==> src/sv/assert_macros.svh <==
// assertion macros shared by the coalescer rtl
// no dependencies; included by modules that carry concurrent checks
`ifndef ASSERT_MACROS_SVH
`define ASSERT_MACROS_SVH

// expression must hold on every clock edge out of reset
`define ASSERT_ALWAYS(label, clk, rst_n, expr, msg) \
  label: assert property (@(posedge clk) disable iff (!rst_n) (expr)) \
    else $error(msg);

// consequent must hold in the same cycle as the antecedent
`define ASSERT_IMPLIES(label, clk, rst_n, ante, cons, msg) \
  label: assert property (@(posedge clk) disable iff (!rst_n) (ante) |-> (cons)) \
    else $error(msg);

`endif

==> src/sv/cbc_pkg.sv <==
// types and register codes for the contiguous block coalescer
// no dependencies; imported by every module and interface of the block
`timescale 1ns / 1ps

package cbc_pkg;

  localparam logic [1:0] CFG_EXTENT    = 2'd0;
  localparam logic [1:0] CFG_SIZE      = 2'd1;
  localparam logic [1:0] CFG_BYTE_MODE = 2'd2;

  typedef logic [31:0]        len_t;
  typedef logic signed [47:0] disp_t;
  typedef logic [62:0]        run_len_t;
  typedef logic signed [63:0] run_off_t;

  typedef struct packed {
    logic [31:0] extent;
    logic        size_nz;
    logic        byte_mode;
  } cbc_cfg_t;

  // one pending result; offset is scaled on the way out
  typedef struct packed {
    run_len_t    len;
    logic [63:0] start;
    logic [31:0] ext;
    logic        byte_mode;
    logic        last;
    logic        empty;
  } cbc_entry_t;

  typedef struct packed {
    logic       wr_a;
    logic       wr_b;
    cbc_entry_t ent_a;
    cbc_entry_t ent_b;
  } cbc_push_t;

endpackage

==> src/sv/cbc_if.sv <==


interface cbc_out_if;
  import cbc_pkg::*;
  logic     valid;
  logic     ready;
  run_len_t run_length;
  run_off_t run_offset;
  logic     last_run;
  logic     empty_list;

  modport source (output valid, run_length, run_offset, last_run, empty_list, input ready);
  modport sink (input valid, run_length, run_offset, last_run, empty_list, output ready);
endinterface

==> src/sv/cbc_outq.sv <==
// result queue and output register with byte offset scaling
// depends on cbc_pkg, cbc_out_if and assert_macros.svh
`timescale 1ns / 1ps
`include "assert_macros.svh"

module cbc_outq #(
  parameter int QDEPTH = 4
) (
  input  logic               clk,
  input  logic               rst_n,
  input  cbc_pkg::cbc_push_t push,
  output logic               q_room,
  cbc_out_if.source          out_ch
);
  import cbc_pkg::*;

  localparam int PW = (QDEPTH > 1) ? $clog2(QDEPTH) : 1;
  localparam int CW = $clog2(QDEPTH + 1);

  cbc_entry_t q_r [QDEPTH];
  logic [PW-1:0] wp_r, wp_nxt, rp_r, rp_nxt, wp_b;
  logic [CW-1:0] cnt_r, cnt_nxt;

  logic        ov_r, ov_nxt;
  run_len_t    len_r;
  run_off_t    off_r;
  logic        last_r, empty_r;

  logic        pop;
  cbc_entry_t  head;
  logic [63:0] lo_p, off_nxt;
  logic [31:0] hi_p;

  function automatic logic [PW-1:0] ptr_inc(input logic [PW-1:0] p);
    ptr_inc = (p == PW'(QDEPTH - 1)) ? '0 : p + 1'b1;
  endfunction

  // room for the worst case of two results from one request
  assign q_room = (cnt_r <= CW'(QDEPTH - 2));
  assign pop    = (cnt_r != '0) && (!ov_r || out_ch.ready);
  assign head   = q_r[rp_r];
  assign wp_b   = ptr_inc(wp_r);

  always_comb begin
    wp_nxt  = wp_r;
    rp_nxt  = rp_r;
    cnt_nxt = cnt_r;
    if (push.wr_b) begin
      wp_nxt = ptr_inc(wp_b);
    end else if (push.wr_a) begin
      wp_nxt = wp_b;
    end
    if (pop) begin
      rp_nxt = ptr_inc(rp_r);
    end
    cnt_nxt = cnt_r + CW'(push.wr_a) + CW'(push.wr_b) - CW'(pop);
  end

  always_ff @(posedge clk) begin
    if (!rst_n) begin
      wp_r  <= '0;
      rp_r  <= '0;
      cnt_r <= '0;
    end else begin
      wp_r  <= wp_nxt;
      rp_r  <= rp_nxt;
      cnt_r <= cnt_nxt;
    end
  end

  always_ff @(posedge clk) begin
    if (push.wr_a) begin
      q_r[wp_r] <= push.ent_a;
    end
    if (push.wr_b) begin
      q_r[wp_b] <= push.ent_b;
    end
  end

  // start * extent mod 2^64 from two 32x32 partial products
  assign lo_p    = 64'(head.start[31:0]) * 64'(head.ext);
  assign hi_p    = head.start[63:32] * head.ext;
  assign off_nxt = head.byte_mode ? head.start : (lo_p + {hi_p, 32'b0});

  always_comb begin
    ov_nxt = ov_r;
    if (pop) begin
      ov_nxt = 1'b1;
    end else if (out_ch.ready) begin
      ov_nxt = 1'b0;
    end
  end

  always_ff @(posedge clk) begin
    if (!rst_n) begin
      ov_r <= 1'b0;
    end else begin
      ov_r <= ov_nxt;
    end
  end

  always_ff @(posedge clk) begin
    if (pop) begin
      len_r   <= head.len;
      off_r   <= off_nxt;
      last_r  <= head.last;
      empty_r <= head.empty;
    end
  end

  assign out_ch.valid      = ov_r;
  assign out_ch.run_length = len_r;
  assign out_ch.run_offset = off_r;
  assign out_ch.last_run   = last_r;
  assign out_ch.empty_list = empty_r;

  `ASSERT_ALWAYS(a_cnt_bound, clk, rst_n, cnt_r <= CW'(QDEPTH), "result queue overflow")
  `ASSERT_IMPLIES(a_two_fit, clk, rst_n, push.wr_b, push.wr_a && q_room, "double push without room")
  `ASSERT_IMPLIES(a_empty_zero, clk, rst_n, ov_r && empty_r,
    last_r && (len_r == '0) && (off_r == '0), "empty list result carries data")

endmodule

==> src/flat_wrapper.sv <==
// flat-port wrapper written by rule: the top's interface ports become plain ports
module cbc_outq_flat import cbc_pkg::*;
#(
  parameter int QDEPTH = 4
)
  (clk, rst_n, push, q_room, out_ch_valid, out_ch_run_length, out_ch_run_offset, out_ch_last_run, out_ch_empty_list, out_ch_ready);
  cbc_out_if out_ch_i ();
  input  logic clk;
  input  logic rst_n;
  input  cbc_pkg::cbc_push_t push;
  output logic q_room;
  output wire logic [$bits(out_ch_i.valid)-1:0] out_ch_valid;
  output wire logic [$bits(out_ch_i.run_length)-1:0] out_ch_run_length;
  output wire logic [$bits(out_ch_i.run_offset)-1:0] out_ch_run_offset;
  output wire logic [$bits(out_ch_i.last_run)-1:0] out_ch_last_run;
  output wire logic [$bits(out_ch_i.empty_list)-1:0] out_ch_empty_list;
  input wire logic [$bits(out_ch_i.ready)-1:0] out_ch_ready;
  assign out_ch_valid = out_ch_i.valid;
  assign out_ch_run_length = out_ch_i.run_length;
  assign out_ch_run_offset = out_ch_i.run_offset;
  assign out_ch_last_run = out_ch_i.last_run;
  assign out_ch_empty_list = out_ch_i.empty_list;
  assign out_ch_i.ready = out_ch_ready;
  cbc_outq #(.QDEPTH(QDEPTH)) u_core (.clk(clk), .rst_n(rst_n), .push(push), .q_room(q_room), .out_ch(out_ch_i));
endmodule
==> config.mk <==
export PLATFORM = sky130hd
export DESIGN_NAME = cbc_outq_flat
export DESIGN_NICKNAME = d
export VERILOG_FILES = /design/src/sv/cbc_pkg.sv /design/src/sv/cbc_if.sv /design/src/sv/cbc_outq.sv /design/src/flat_wrapper.sv
export VERILOG_INCLUDE_DIRS = /design/src /design/src/sv
export SDC_FILE = /design/constraint.sdc
export NUM_CORES = 2
export LEC_CHECK = 0
export BUFFER_PORTS_ARGS = -buffer_cell sky130_fd_sc_hd__buf_4
export CORE_MARGIN = 5
export CORE_UTILIZATION = 60
export DETAILED_ROUTE_END_ITERATION = 12
export PLACE_DENSITY_LB_ADDON = 0.12
export RECOVER_POWER = 100
export SLEW_MARGIN = 10
export SYNTH_ARGS = -nofsm -noshare
export SYNTH_HDL_FRONTEND = slang
export SYNTH_SLANG_ARGS = --single-unit
export TNS_END_PERCENT = 10
==> constraint.sdc <==
create_clock -name clk -period 15.9 [get_ports clk]
set_input_delay 0 -clock clk [delete_from_list [all_inputs] [get_ports clk]]
set_output_delay 0 -clock clk [all_outputs]
set_load 0.03 [all_outputs]
; Word-level counts from Yosys, hierarchy flattened
; Memory sizes are Yosys's and may differ from the RTL's. A register that Yosys moved wholly into a read port is not among the register bits.
; Cells that the tools add are included.
[op_classes]
add_sub_neg = 7
multipliers = 2
magnitude_cmp = 1
eq_ne = 3
n_mux = 14
n_reduce_logical = 6
[op_table]
columns = cell, n
row1 = 64-bit adder, 1
row2 = 32-bit by 32-bit multiplier with 64-bit output, 1
row3 = 64-bit 2-to-1 mux, 1
row4 = 32-bit by 32-bit multiplier with 32-bit output, 1
row5 = 2-bit 2-to-1 mux, 7
row6 = 2-bit by 1-bit adder with 2-bit output (second input constant), 3
row7 = 3-bit by 1-bit adder with 3-bit output, 2
row8 = 2-bit equality test (second input constant), 3
row9 = 1-bit 2-to-1 mux, 6
row10 = 2-bit nonzero test, 2
row11 = 3-bit by 2-bit less-or-equal comparator with 1-bit output (second input constant), 1
row12 = 3-bit nonzero test, 1
row13 = 3-bit by 1-bit subtractor with 3-bit output, 1
row14 = 1-bit logical AND, 1
row15 = 1-bit logical NOT, 1
row16 = 1-bit logical OR, 1
[word_totals]
register_bits = 137
ram_bits = 648
out_inout_bits = 131
elab_cells = 42
mem_count = 1
[mem_list]
columns = name, depth, width, read_ports, rd_ports_with_merged_regs, write_ports, line_no
row1 = u_core.q_r, 4, 162, 1, 1, 2, cbc_outq.sv:20  ; cbc_entry_t q_r [QDEPTH];

; Longest topological paths before layout
[depth]
ltp_word = 5
ltp_mapped = 50

; Worst setup path after synthesis
; Ideal clock, no wire load.
[synth_path]
path_type = register to register
start = reg with a tool-made name
end = reg u_core.off_r[58], in the netlist u_core.out_ch.run_offset[58] (data pin)
setup_time_ns = 0.278
t_arrival_ns = 11.613
t_required_ns = 15.622
setup_slack_ns = 4.009
stages_incl_launch_ff = 47
period_less_slack_ns = 11.891
cell_sequence = dfxtp_1 > buf_2 > buf_4 > buf_2 > buf_4 > buf_2 > buf_2 > buf_1 > mux2_2 > o21ai_1 > nor2_1 > fa_1 > inv_1 > fa_1 > fa_1 > inv_1 > fa_1 > ha_1 > [... 11 more ...] > ha_1 > fa_1 > inv_1 > fa_1 > inv_1 > fa_1 > ha_1 > ha_1 > clkbuf_1 > a21oi_1 > o21bai_1 > a21o_1 > a21o_1 > a21oi_1 > nor2b_1 > o21ai_0 > a2111oi_0 > a311oi_1
[synth_rtl]
columns = item, line_no
row1 = to (signal assigned), cbc_outq.sv:105  ; off_r <= off_nxt;
row2 = to (decl), cbc_outq.sv:26  ; run_off_t off_r;

==> results.py <==
metrics = {
    "clock_tree": {
        "ctsHoldBuffers": 492,
        "cts-root-buf": "clkbuf_16",
        "htree_levels": 3,
        "cts_tree": "done",
        "clock_sinks": 787,
        "post_cts_buffers": 0,
        "cts_buffer_depth": 3,
        "clk_latency_ns": 0.72,
        "cts_resized": 0,
        "numCtsBuffers": 87,
        "clkSlewWorstSetupHoldPaths_ns": 0.06,
    },
    "worst_setup_path": {
        "cpPeakStageDelay_ns": 1.75,
        "slowest_stage": "dfxtp_1",
        "cp.required_ns": 16.31,
        "crit_path_end_kind": "flop",
        "worstPathArrival_ns": 13.77,
        "start_kind": "flop",
        "cp_max_fo": 106,
        "reg2reg_depth": 27,
        "crit_type": "flop to flop",
        "rrSetupSlack_ns": 2.54,
        "critPathBufInv": 5,
        "worstReg2RegEnd": "u_core.out_ch.run_offset[39]",
        "crit_family": "adder cells",
        "cpMostUsedCell": "fa_1",
    },
    "min_path": {
        "min_path_cells": 3,
        "holdPathEnd": "u_core.q_r[2][98]",
        "hp-class": "input pin to flop",
        "worstHoldStart": "push[260]",
    },
    "sta": {
        "fin_hold_ws_ns": 0.1542,
        "rsz0062_at_grt": "no",
        "post-route-min-period_ns": 13.36,
        "finClkSkew_ns": 0.03837,
        "setup_violations": 0,
        "worstMarginPinSlew_ns": 10.03,
        "max_freq_ghz": 0.07486,
        "slew_headroom_pct": -568.7,
        "finalMaxSlewViolations": 1453,
        "finalCritPeriodShare_pct": 84.01,
        "finalSetupTns_ns": 0,
        "finalHoldViolations": 0,
    },
    "grt": {
        "antenna_found_initial": 53,
        "grt_max_degree": 140,
        "grt_pass1_wl_um": 406200,
        "grt_overflow": 0,
        "global_route.usage.total_pct": 35.73,
        "grt_pass1_vias": 66598,
    },
    "die": {
        "core_area_um2": 141400,
        "ios": 460,
        "rows": 138,
        "die_h_um": 387.0,
        "start_util_pct": 60.30,
        "die_w_um": 387.0,
        "die_area_um2": 149800,
    },
    "drt": {
        "wirelength_um": 265600,
        "routedWlPerCell_um": 25.73,
        "drtAntennaViolNets": 0,
        "first_pass_iters": 8,
        "drc": 0,
        "num_vias": 61012,
        "post_drt_via_cell_ratio": 5.910,
        "first_iter_violations": 5303,
    },
    "yosys": {
        "synth_edf_count": 777,
        "syn_area_per_cell_um2": 11.19,
        "synth_seq_cells": 787,
        "netlist_area_um2": 85270,
        "syn_inst": 7618,
        "synth-async-reset-ratio_pct": 0,
        "seq_area_frac_synth_pct": 27.60,
        "yosysWarningCount": 0,
        "syn-num-nets": 9686,
        "synth.distinct_cells": 67,
        "synth-main-ff-cell": "edfxtp_1",
    },
    "status": {
        "status": "complete, but fails checks",
        "violations": "capacitance limit, slew limit",
    },
    "cells_and_area": {
        "fin_nets": 10403,
        "drive_gt1_share_pct": 16.11,
        "multi_input_area_um2": 54670,
        "n_fill_cell": 10413,
        "syn2layout_area_growth_pct": 14.28,
        "seqCellArea_um2": 23540,
    },
    "placed_design": {
        "gp_congestion": 0.9650,
        "dp_hpwl_um": 182500,
        "port_buffers": 459,
    },
    "flow_run": {
        "drv_cap": 21,
    },
}
[logic make-up (layout without fill, tap and decap cells)]
family	count (synthesis)	in the layout	synth area share [%]
compound gates	358	358	2.613
buf+inv	1864	2646	8.323
simple gates	1860	1860	9.274
fa+ha+maj	1739	1739	37.30
xor+xnor	142	142	1.476
other cells	0	34	0
mux	868	868	13.42
flops	787	787	27.60
[tightest hold or removal path: stages]
cell	delay, ns
dlygate4sd3_1	0.53
buf_4	0.11
mux2_2	0.13
[synth_stat cells (8+ instances only)]
cell type | instances | area [um2]
mux2_2 | 680 | 7657
dfxtp_1 | 10 | 200.2
mux4_2 | 152 | 3423
buf_1 | 18 | 67.56
xor2_1 | 37 | 324.1
nand4_1 | 12 | 75.07
and3_1 | 8 | 50.05
nand3_1 | 16 | 80.08
xnor2_1 | 103 | 902.1
a31oi_1 | 11 | 68.82
nor3_1 | 12 | 60.06
nor2_1 | 276 | 1036
and2_1 | 280 | 1752
a211oi_1 | 8 | 60.06
nand2_1 | 1208 | 4534
buf_2 | 34 | 170.2
nor2b_1 | 16 | 100.1
ha_1 | 401 | 5017
o21ai_1 | 23 | 115.1
mux2i_1 | 36 | 360.4
a21o_1 | 61 | 457.9
fa_1 | 1338 | 26790
o21bai_1 | 15 | 112.6
inv_1 | 1443 | 5416
edfxtp_1 | 777 | 23330
a21oi_1 | 106 | 530.5
o21ai_0 | 73 | 365.4
clkbuf_1 | 359 | 1348
nand2b_1 | 15 | 93.84
o21a_1 | 15 | 112.6
[worst max-delay path by stage]
stage,slack (ns),start,to,cells past startpoint
3_5_place_dp,3.82,flop,u_core.out_ch.run_offset[58],36
2_1_floorplan,4.01,flop,u_core.out_ch.run_offset[58],46
5_1_grt,1.85,flop,u_core.out_ch.run_offset[39],27
4_1_cts,3.79,flop,u_core.out_ch.run_offset[58],36
6_report,2.54,flop,u_core.out_ch.run_offset[39],27
3_3_place_gp,3.89,flop,u_core.out_ch.run_offset[58],34
[metrics by stage]
step	area, um2	utilization, %	setup WS (ns)	cells
after global routing	97410	68.89	1.854	10313
after floorplan	85270	-	4.009	7618
final	97440	68.91	2.542	10324
after global placement	90360	63.89	3.888	9644
after CTS	98070	69.35	3.792	10290
after detailed placement	90360	63.89	3.821	9644
[flip-flops by register name, summed over array words and instances, names as in the netlist, named ones only]
signal                    count
u_core.out_ch.run_offset     64
u_core.out_ch.empty_list      1
u_core.rp_r                   2
u_core.q_r                  648
u_core.wp_r                   2
u_core.cnt_r                  3
u_core.out_ch.valid           1
u_core.out_ch.last_run        1
u_core.out_ch.run_length     63
[layout make-up]
type | count | share of cell area [%]
Clock buffer | 102 | 2.292
Clock inverter | 52 | 0.5688
Timing Repair Buffer | 1049 | 8.809
Tap cell | 1890 | 2.427
Multi-Input combinational cell | 4967 | 56.10
Antenna cell | 34 | 0.08731
Inverter | 1443 | 5.559
Sequential cell | 787 | 24.15
[per-layer routing]
| layer | global-route usage (%) | part of all wire [%] | vias to the layer above |
|---|---|---|---|
| met5 | 0 | 0.082 | - |
| li1 | - | - | 25525 |
| met1 | 47.11 | 37 | 31381 |
| met2 | 56.48 | 46 | 3348 |
| met3 | 9.335 | 11 | 726 |
| met4 | 15.63 | 5.2 | 32 |
[cell usage in the layout, fill, tap and decap left out, types with 7 or more instances in the layout]
master,instances
edfxtp_1,777
nor2_1,276
nand3_1,16
o21bai_1,15
nor3_1,12
nor2b_1,15
clkbuf_16,87
mux2i_1,35
mux4_2,152
and2_1,277
a21o_1,61
diode_2,34
and3_1,8
clkbuf_1,161
a31oi_1,11
a211oi_1,8
o21a_1,12
dlygate4sd3_1,492
bufinv_16,7
buf_4,409
o21ai_0,65
clkinv_1,26
nand4_1,12
o21ai_1,26
o31ai_1,7
mux2_1,22
fa_1,1338
dfxtp_1,9
mux2_2,658
ha_1,401
xor2_1,37
xnor2_1,103
inv_1,1443
a21oi_1,106
clkinv_2,8
nand2b_1,15
nand2_1,1208
Power is left out: the tool's default activity adds up to more than one toggle a clock period on the data nets, which glitch-free logic cannot reach.
