File: src/sv/assert_macros.svh
// assertion macros shared by the coalescer rtl
// no dependencies; included by modules that carry concurrent checks
`ifndef ASSERT_MACROS_SVH
`define ASSERT_MACROS_SVH

// expression must hold on every clock edge out of reset
`define ASSERT_ALWAYS(label, clk, rst_n, expr, msg) \
  label: assert property (@(posedge clk) disable iff (!rst_n) (expr)) \
    else $error(msg);

// consequent must hold in the same cycle as the antecedent
`define ASSERT_IMPLIES(label, clk, rst_n, ante, cons, msg) \
  label: assert property (@(posedge clk) disable iff (!rst_n) (ante) |-> (cons)) \
    else $error(msg);

`endif

File: src/sv/cbc_pkg.sv
// types and register codes for the contiguous block coalescer
// no dependencies; imported by every module and interface of the block
`timescale 1ns / 1ps

package cbc_pkg;

  localparam logic [1:0] CFG_EXTENT    = 2'd0;
  localparam logic [1:0] CFG_SIZE      = 2'd1;
  localparam logic [1:0] CFG_BYTE_MODE = 2'd2;

  typedef logic [31:0]        len_t;
  typedef logic signed [47:0] disp_t;
  typedef logic [62:0]        run_len_t;
  typedef logic signed [63:0] run_off_t;

  typedef struct packed {
    logic [31:0] extent;
    logic        size_nz;
    logic        byte_mode;
  } cbc_cfg_t;

  // one pending result; offset is scaled on the way out
  typedef struct packed {
    run_len_t    len;
    logic [63:0] start;
    logic [31:0] ext;
    logic        byte_mode;
    logic        last;
    logic        empty;
  } cbc_entry_t;

  typedef struct packed {
    logic       wr_a;
    logic       wr_b;
    cbc_entry_t ent_a;
    cbc_entry_t ent_b;
  } cbc_push_t;

endpackage

File: src/sv/cbc_if.sv
// descriptor and result channel interfaces, valid/ready handshake
// depends on cbc_pkg for payload types
`timescale 1ns / 1ps

interface cbc_in_if;
  import cbc_pkg::*;
  logic  valid;
  logic  ready;
  len_t  block_length;
  disp_t displacement;
  logic  last_block;

  modport source (output valid, block_length, displacement, last_block, input ready);
  modport sink (input valid, block_length, displacement, last_block, output ready);
endinterface


File: src/sv/cbc_merge.sv
// descriptor register, run tracking state and result generation
// depends on cbc_pkg and cbc_in_if
`timescale 1ns / 1ps

module cbc_merge (
  input  logic              clk,
  input  logic              rst_n,
  input  cbc_pkg::cbc_cfg_t cfg,
  cbc_in_if.sink            in_ch,
  input  logic              q_room,
  output cbc_pkg::cbc_push_t push
);
  import cbc_pkg::*;

  logic        va_r, va_nxt;
  len_t        len_r;
  logic [63:0] disp_r;
  logic        last_r;
  logic [63:0] span_r, span_nxt;

  logic        open_r, open_nxt;
  logic [63:0] start_r, start_nxt;
  logic [63:0] count_r, count_nxt;
  logic [63:0] end_r, end_nxt;

  logic        accept, adv;
  logic        len_nz, contig, emit0;
  logic        open_p;
  logic [63:0] start_p, count_p, end_p;
  cbc_entry_t  e0, e1;

  assign adv          = va_r && q_room;
  assign in_ch.ready  = !va_r || adv;
  assign accept       = in_ch.valid && in_ch.ready;

  // span of a block in displacement units
  assign span_nxt = cfg.byte_mode ? (64'(in_ch.block_length) * 64'(cfg.extent))
                                  : 64'(in_ch.block_length);

  always_comb begin
    va_nxt = va_r;
    if (accept) begin
      va_nxt = 1'b1;
    end else if (adv) begin
      va_nxt = 1'b0;
    end
  end

  always_ff @(posedge clk) begin
    if (!rst_n) begin
      va_r <= 1'b0;
    end else begin
      va_r <= va_nxt;
    end
  end

  always_ff @(posedge clk) begin
    if (accept) begin
      len_r  <= in_ch.block_length;
      disp_r <= 64'(in_ch.displacement);
      last_r <= in_ch.last_block;
      span_r <= span_nxt;
    end
  end

  assign len_nz = (len_r != '0);
  assign contig = open_r && (end_r == disp_r);
  assign emit0  = len_nz && !contig && open_r && cfg.size_nz;

  always_comb begin
    open_p  = open_r;
    start_p = start_r;
    count_p = count_r;
    end_p   = end_r;
    if (len_nz) begin
      open_p = 1'b1;
      if (contig) begin
        count_p = count_r + 64'(len_r);
        end_p   = end_r + span_r;
      end else begin
        start_p = disp_r;
        count_p = 64'(len_r);
        end_p   = disp_r + span_r;
      end
    end
  end

  always_comb begin
    e0.len       = count_r[62:0];
    e0.start     = start_r;
    e0.ext       = cfg.extent;
    e0.byte_mode = cfg.byte_mode;
    e0.last      = 1'b0;
    e0.empty     = 1'b0;
    if (open_p && cfg.size_nz) begin
      e1.len       = count_p[62:0];
      e1.start     = start_p;
      e1.ext       = cfg.extent;
      e1.byte_mode = cfg.byte_mode;
      e1.empty     = 1'b0;
    end else begin
      // empty list: byte mode passes the zero start straight through
      e1.len       = '0;
      e1.start     = '0;
      e1.ext       = cfg.extent;
      e1.byte_mode = 1'b1;
      e1.empty     = 1'b1;
    end
    e1.last = 1'b1;
  end

  always_comb begin
    push.wr_a  = adv && (emit0 || last_r);
    push.wr_b  = adv && emit0 && last_r;
    push.ent_a = emit0 ? e0 : e1;
    push.ent_b = e1;
  end

  always_comb begin
    open_nxt  = open_r;
    start_nxt = start_r;
    count_nxt = count_r;
    end_nxt   = end_r;
    if (adv) begin
      if (last_r) begin
        open_nxt  = 1'b0;
        start_nxt = '0;
        count_nxt = '0;
        end_nxt   = '0;
      end else begin
        open_nxt  = open_p;
        start_nxt = start_p;
        count_nxt = count_p;
        end_nxt   = end_p;
      end
    end
  end

  always_ff @(posedge clk) begin
    if (!rst_n) begin
      open_r  <= 1'b0;
      start_r <= '0;
      count_r <= '0;
      end_r   <= '0;
    end else begin
      open_r  <= open_nxt;
      start_r <= start_nxt;
      count_r <= count_nxt;
      end_r   <= end_nxt;
    end
  end

endmodule

File: src/flat_wrapper.sv
// flat-port wrapper written by rule: the top's interface ports become plain ports
module cbc_merge_flat import cbc_pkg::*;
  (clk, rst_n, cfg, q_room, push, in_ch_valid, in_ch_block_length, in_ch_displacement, in_ch_last_block, in_ch_ready);
  cbc_in_if in_ch_i ();
  input  logic clk;
  input  logic rst_n;
  input  cbc_pkg::cbc_cfg_t cfg;
  input  logic q_room;
  output cbc_pkg::cbc_push_t push;
  input wire logic [$bits(in_ch_i.valid)-1:0] in_ch_valid;
  input wire logic [$bits(in_ch_i.block_length)-1:0] in_ch_block_length;
  input wire logic [$bits(in_ch_i.displacement)-1:0] in_ch_displacement;
  input wire logic [$bits(in_ch_i.last_block)-1:0] in_ch_last_block;
  output wire logic [$bits(in_ch_i.ready)-1:0] in_ch_ready;
  assign in_ch_i.valid = in_ch_valid;
  assign in_ch_i.block_length = in_ch_block_length;
  assign in_ch_i.displacement = in_ch_displacement;
  assign in_ch_i.last_block = in_ch_last_block;
  assign in_ch_ready = in_ch_i.ready;
  cbc_merge u_core (.clk(clk), .rst_n(rst_n), .cfg(cfg), .in_ch(in_ch_i), .q_room(q_room), .push(push));
endmodule
File: config.mk
export PLATFORM = sky130hd
export DESIGN_NAME = cbc_merge_flat
export DESIGN_NICKNAME = d
export VERILOG_FILES = /design/src/sv/assert_macros.svh /design/src/sv/cbc_pkg.sv /design/src/sv/cbc_if.sv /design/src/sv/cbc_merge.sv /design/src/flat_wrapper.sv
export SDC_FILE = /design/constraint.sdc
export NUM_CORES = 2
export LEC_CHECK = 0
export BUFFER_PORTS_ARGS = -buffer_cell sky130_fd_sc_hd__buf_4
export CAP_MARGIN = 0
export CORE_UTILIZATION = 55
export CTS_BUF_LIST = sky130_fd_sc_hd__clkbuf_2 sky130_fd_sc_hd__clkbuf_4 sky130_fd_sc_hd__clkbuf_8
export CTS_CLUSTER_DIAMETER = 200
export DETAILED_ROUTE_END_ITERATION = 16
export PLACE_DENSITY = 0.72
export SETUP_SLACK_MARGIN = 0.5
export SLEW_MARGIN = 20
export SYNTH_ARGS = -nofsm -noshare
export SYNTH_HDL_FRONTEND = slang
export SYNTH_SLANG_ARGS = --single-unit
File: constraint.sdc
create_clock -name clk -period 22.6 [get_ports clk]
set_input_delay 2.26 -clock clk [delete_from_list [all_inputs] [get_ports clk]]
set_output_delay 2.26 -clock clk [all_outputs]
set_load 0.02 [all_outputs]
---- After elaboration in Yosys (flattened, before gate mapping) ----
Index checks and enable logic that the tools add are counted.
storage, ports and cells
  register bits after elaboration ......... 339
  input port bits ......................... 119
  word-level logic and storage cells ...... 51
cells by class
  $add $sub $neg .......................... 3
  multiply operators ...................... 1
  equal/unequal tests ..................... 1
  multiplexer cells ....................... 17
  reduce and logical (&&, ||, !) cells .... 18
operators by type and width
  kind                count
  $mux 64             9
  $mux 162            1
  $mux 160            1
  $add 64x64->64      2
  $add 64x32->64      1
  $eq 64x64->1        1
  $mul 32x32->64      1
  $mux 32             1
  $reduce_bool 32->1  1
  $logic_and 1x1->1   10
  $mux 1              5
  $reduce_bool 2->1   2
  $logic_not 1->1     2
  $logic_or 1x1->1    2
  $reduce_and 2->1    1

---- Longest topological paths before layout ----
  depth in word-level cells ............... 8
  gate-level depth with buffers ........... 28

---- Worst setup path after synthesis ----
No wires, ideal clock.
  path type ............................... input port to flip-flop
  start point ............................. in cfg[4] (netlist name)
  end point ............................... reg u_core.span_r[61] (data pin)
  arrival ................................. 9.191 ns
  data required time ...................... 22.345 ns
  setup slack ............................. 13.154 ns
  stages on the path ...................... 26
  path buffers ............................ 2
  cell sequence ........................... clkbuf_1 > and2_1 > fa_1 > inv_1 > fa_1 > fa_1 > fa_1 > inv_1 > fa_1 > inv_1 > fa_1 > inv_1 > fa_1 > fa_1 > ha_1 > clkbuf_1 > and4_1 > and3_1 > a211oi_1 > a211oi_1 > a211o_1 > o41ai_2 > o31a_1 > o211ai_1 > xor2_1 > and2_1
on the way
  longest elaborated chain between the ends .. 1
RTL lines
  what                  line               source
  start, declared       flat_wrapper.sv:7  input cbc_pkg::cbc_cfg_t cfg;
  $mul 32x32->64        cbc_merge.sv:37    assign span_nxt = cfg.byte_mode ? (64'(in_ch.block_length) * 64'(cfg.extent))
  end signal, assigned  cbc_merge.sv:62    span_r <= span_nxt;
  end, declared         cbc_merge.sv:19    logic [63:0] span_r, span_nxt;
Every way passes these cells.
A chain may end at the register's enable or synchronous reset.

---- Worst setup path in the final report ----
  start point ............................. in in_ch_block_length[12]
  end point ............................... reg u_core.span_r[61] (data pin)
on the way
  longest elaborated chain between the ends .. 1
RTL lines
  what             line                source
  start, declared  flat_wrapper.sv:11  input wire logic [$bits(in_ch_i.block_length)-1:0] in_ch_block_length;
  $mul 32x32->64   cbc_merge.sv:37
Every way passes these cells.

==> impl.org <==
** STA
- Final cycle utilization of the critical path :: 0.448
- Clock period minus worst slack :: 10.13 ns
- # setup viols final :: 0
- The count of final max-slew check failures came to 0.
- Setup repair after global routing left no endpoint under its margin.
- Slew headroom :: 0.282
- Hold timing on the final database bottoms out at a slack of 0.466 ns.
- For the pin with the worst max-slew slack, the measured transition is 1.07 ns.
- The hold violation count in the final report was 0.
- Max Fclk :: 98.7 MHz
- Setup total negative slack on the finished layout was measured at 0 ns.
- Layout Skew :: 0.0538 ns

** Flow run
- Across the run, the number of max-cap violations was 0.

** Worst setup path
- Crit path buf inv count :: 3
- Startpoint-to-endpoint class of the critical path :: primary input to flop
- Most common cell type on the critical path :: fa_1
- On the critical path the largest part of the delay comes from adder cells.
- For this run, the slowest stage of the critical path takes 0.77 ns.
- Slowest cell on crit path :: a2111oi_0
- At the worst endpoint, the required time is 23.05 ns.
- Element type at the critical path start :: primary input
- The critical path goes through buf_4, and2_1, fa_1, fa_1, inv_1, fa_1, fa_1, fa_1, inv_1, fa_1, fa_1, fa_1, ha_1, a211oi_1, o21ai_0, a2111oi_0, a21oi_1, a211o_1, o41ai_2, o31a_1, o211ai_1, xor2_1, and2_1.
- Of all nets on the critical path, the largest fanout is 34.
- STA puts the critical path data arrival time at 10.57 ns.
- Endpoint type of the worst setup path :: flop
- R2R Setup Slk :: 18.11 ns

** CTS
- Worst-Skew Late Latency :: 0.70 ns
- Maximum root-to-sink buffer count :: 3
- After clock tree synthesis, the clock-pin slew on the worst setup and hold paths is 0.07 ns.
- Root buffer cell :: clkbuf_8
- The H-tree was split into 2 levels.
- Buffers inserted to repair hold after CTS numbered 0.
- Clock buffer count from CTS :: 55
- TritonCTS built the clock tree.
- In this run the post-CTS setup repair buffer count came out at 0.
- Number of gates resized after cts :: 0
- The clock drives 338 sinks.

** Global route
- Initial antenna violation count :: 4
- Maximum number of pins on one net before global-route repair :: 83
- Gr ovfl total :: 0
- For this run, the total global-route usage over all layers was measured as 0.339.
- The first global-routing pass estimated 272,000 um of wire.
- Vias in the first global route :: 47,100

** Logic synthesis
- Register bit total from synthesis :: 338
- By area the synthesized netlist is led by fa_1 (32%), ha_1 (8.0%), edfxtp_1 (7.7%), and2_1 (7.4%), dfxtp_1 (6.9%).
- Post-synthesis cell type count :: 74
- Net count after synthesis :: 7,981
- Share of async-settable or async-resettable flops after synthesis :: 0
- Yosys mapped a number of flops with a built-in enable equal to 145.
- The share of synthesized area in the top cell type comes to 0.319.
- The largest total area in the synthesized netlist belongs to fa_1.
- Sequential-to-total area share from yosys stat :: 0.146
- Cell Area, Synth :: 0.0563 sq mm
- In the synthesized netlist the dominant register cell turns out to be dfxtp_1.
- Synthesis produced 6,606 cells.
- Each instance of the synthesized netlist takes up on average 8.52 sq um.
- Synth warn :: 0

** Die
- The core region is 0.102 sq mm.
- Initial core utilization :: 0.554
- Row generation in the floorplan step produced 117 rows.
- The die covers 0.104 sq mm.
- In this run the horizontal extent of the chip is 322 um.
- The die is 322 um tall.
- During I/O placement, the number of pins put on the boundary was 446.

** Drt
- The pre-antenna-repair detailed-routing pass consisted of 14 iterations.
- Once detail routing completed, the nets flagged for antenna violations numbered 0.
- Detailed routing inserted a total of 46,900 vias.
- Routed wire length :: 175,000 um
- Using the TritonRoute via totals, the vias-per-cell ratio works out to 5.85.
- For this run, design rule violations remaining after detail routing come to 2.
- For this block, the initial DRC count from the detailed router was 4,262.
- In the final routed layout, each cell accounts on average for 21.8 um.

** Outcome
- The checks that failed: DRC.
- The run finished, with violations left.

** Placed design
- Placed Area :: 0.0594 sq mm
- Placer Congestion :: 0.949
- I/O Buffers :: 444
- Detailed placement ended at an HPWL of 130,000 um.

** Final layout
- Fraction of layout instances using a drive strength above 1 :: 0.0985
- Summed area of non-filler cells in the final layout :: 0.0608 sq mm
- Counting the fill cells in the layout gives 9,071.
- From synthesis to final layout, the design area changed by 7.97%.
- # nets final :: 7,977

** Min path
- The min-delay analysis places its worst path in the category flop to flop.
[cell usage in the layout, fill, tap and decap left out, types with 10 or more instances in the layout]
| cell type | count |
|---|---|
| a211oi_1 | 39 |
| a21boi_0 | 10 |
| a21o_1 | 104 |
| a21oi_1 | 336 |
| a22oi_1 | 72 |
| a31oi_1 | 44 |
| and2_1 | 669 |
| and3_1 | 27 |
| buf_4 | 473 |
| bufinv_16 | 12 |
| clkbuf_8 | 60 |
| clkinv_2 | 11 |
| dfxtp_1 | 193 |
| edfxtp_1 | 145 |
| fa_1 | 898 |
| ha_1 | 358 |
| inv_1 | 909 |
| mux2_2 | 53 |
| mux2i_1 | 15 |
| nand2_1 | 954 |
| nand2b_1 | 23 |
| nand3_1 | 71 |
| nand4_1 | 71 |
| nor2_1 | 268 |
| nor2b_1 | 15 |
| nor3_1 | 45 |
| nor4_1 | 42 |
| o211ai_1 | 19 |
| o21a_1 | 24 |
| o21ai_0 | 214 |
| o21bai_1 | 31 |
| o22ai_1 | 10 |
| o31ai_1 | 21 |
| or3_1 | 36 |
| xnor2_1 | 109 |
| xor2_1 | 107 |
[worst min-delay path: stages, from the launching register on]
cell and delay (ns):
dfxtp_1 0.32, nand2_1 0.05, a21oi_1 0.05
[path summary, 6_finish.rpt]
| path | start | to | depth (start not counted) |
|---|---|---|---|
| worst max-delay path | in_ch_block_length[12] | u_core.span_r[61] | 23 |
| worst min-delay path | u_core.end_r[16] | u_core.end_r[16] | 2 |
| worst max register to register | u_core.len_r[0] | u_core.count_r[62] | 13 |
| worst min register to register | u_core.end_r[16] | u_core.end_r[16] | 2 |
[final cells by class]
class	instances	area (sq um)	area share
multi-input combinational	4820	42500	0.698
sequential	338	8220	0.135
timing repair buffer	475	3580	0.0589
inverter	912	3430	0.0564
tap	1368	1710	0.0282
clock buffer	66	871	0.0143
clock inverter	38	518	0.00852
antenna	2	5.00	0.0000823
[flip-flops by register name (all words and copies together), names as in the netlist]
name / count
u_core.end_r: 64
u_core.span_r: 64
u_core.last_r: 1
u_core.len_r: 32
u_core.start_r: 64
u_core.count_r: 63
u_core.open_r: 1
u_core.va_r: 1
u_core.disp_r: 48
[stage by stage]
step	std cells	util	setup WS (ns)
6_report	8019	0.598	12.47
5_1_grt	8019	0.598	12.24
4_1_cts	8015	0.598	12.69
3_5_place_dp	7911	0.584	11.95
3_3_place_gp	7911	0.584	12.05
2_1_floorplan	6606	-	13.15
[cell usage after synthesis, types with 6 or more instances]
library cell and instances:
edfxtp_1 145, or3_1 36, a2111oi_0 6, a21o_1 104
o21a_1 24, or4_1 7, nand2_1 957, mux2_2 53
o2111ai_1 6, xnor2_1 109, o21ai_0 214, a22o_1 8
and3_1 28, nand3_1 71, a22oi_1 72, nor4_1 43
a211o_1 8, and2_1 670, ha_1 358, o31ai_1 21
o22ai_1 10, a21boi_0 10, xor2_1 107, o21ai_1 6
mux2i_1 15, buf_4 67, nor3_1 46, nand4_1 71
buf_1 14, a211oi_1 39, o211ai_1 19, clkbuf_1 452
fa_1 898, nand4b_1 6, nor2b_1 15, o21bai_1 31
dfxtp_1 193, a31oi_1 44, inv_1 910, a21oi_1 337
nand2b_1 23, and4_1 6, nor2_1 272
[metal layers]
metal | share of wire | GRT usage
met1 | 0.42 | 0.471
met4 | 0.033 | 0.107
met5 | 0.000046 | 0
met2 | 0.45 | 0.539
met3 | 0.096 | 0.0589
[cell families after synthesis]
| group | Yosys count | synth area share |
|---|---|---|
| simple gates | 2272 | 0.197 |
| buf+inv | 1448 | 0.101 |
| fa+ha+maj | 1256 | 0.399 |
| compound gates | 1007 | 0.110 |
| flops | 338 | 0.146 |
| xor+xnor | 216 | 0.0336 |
| mux | 68 | 0.0133 |
| other cells | 1 | 0.0000666 |
Power is not shown: default switching activity piles up to over one toggle a cycle in this logic, so the estimate is an artifact.
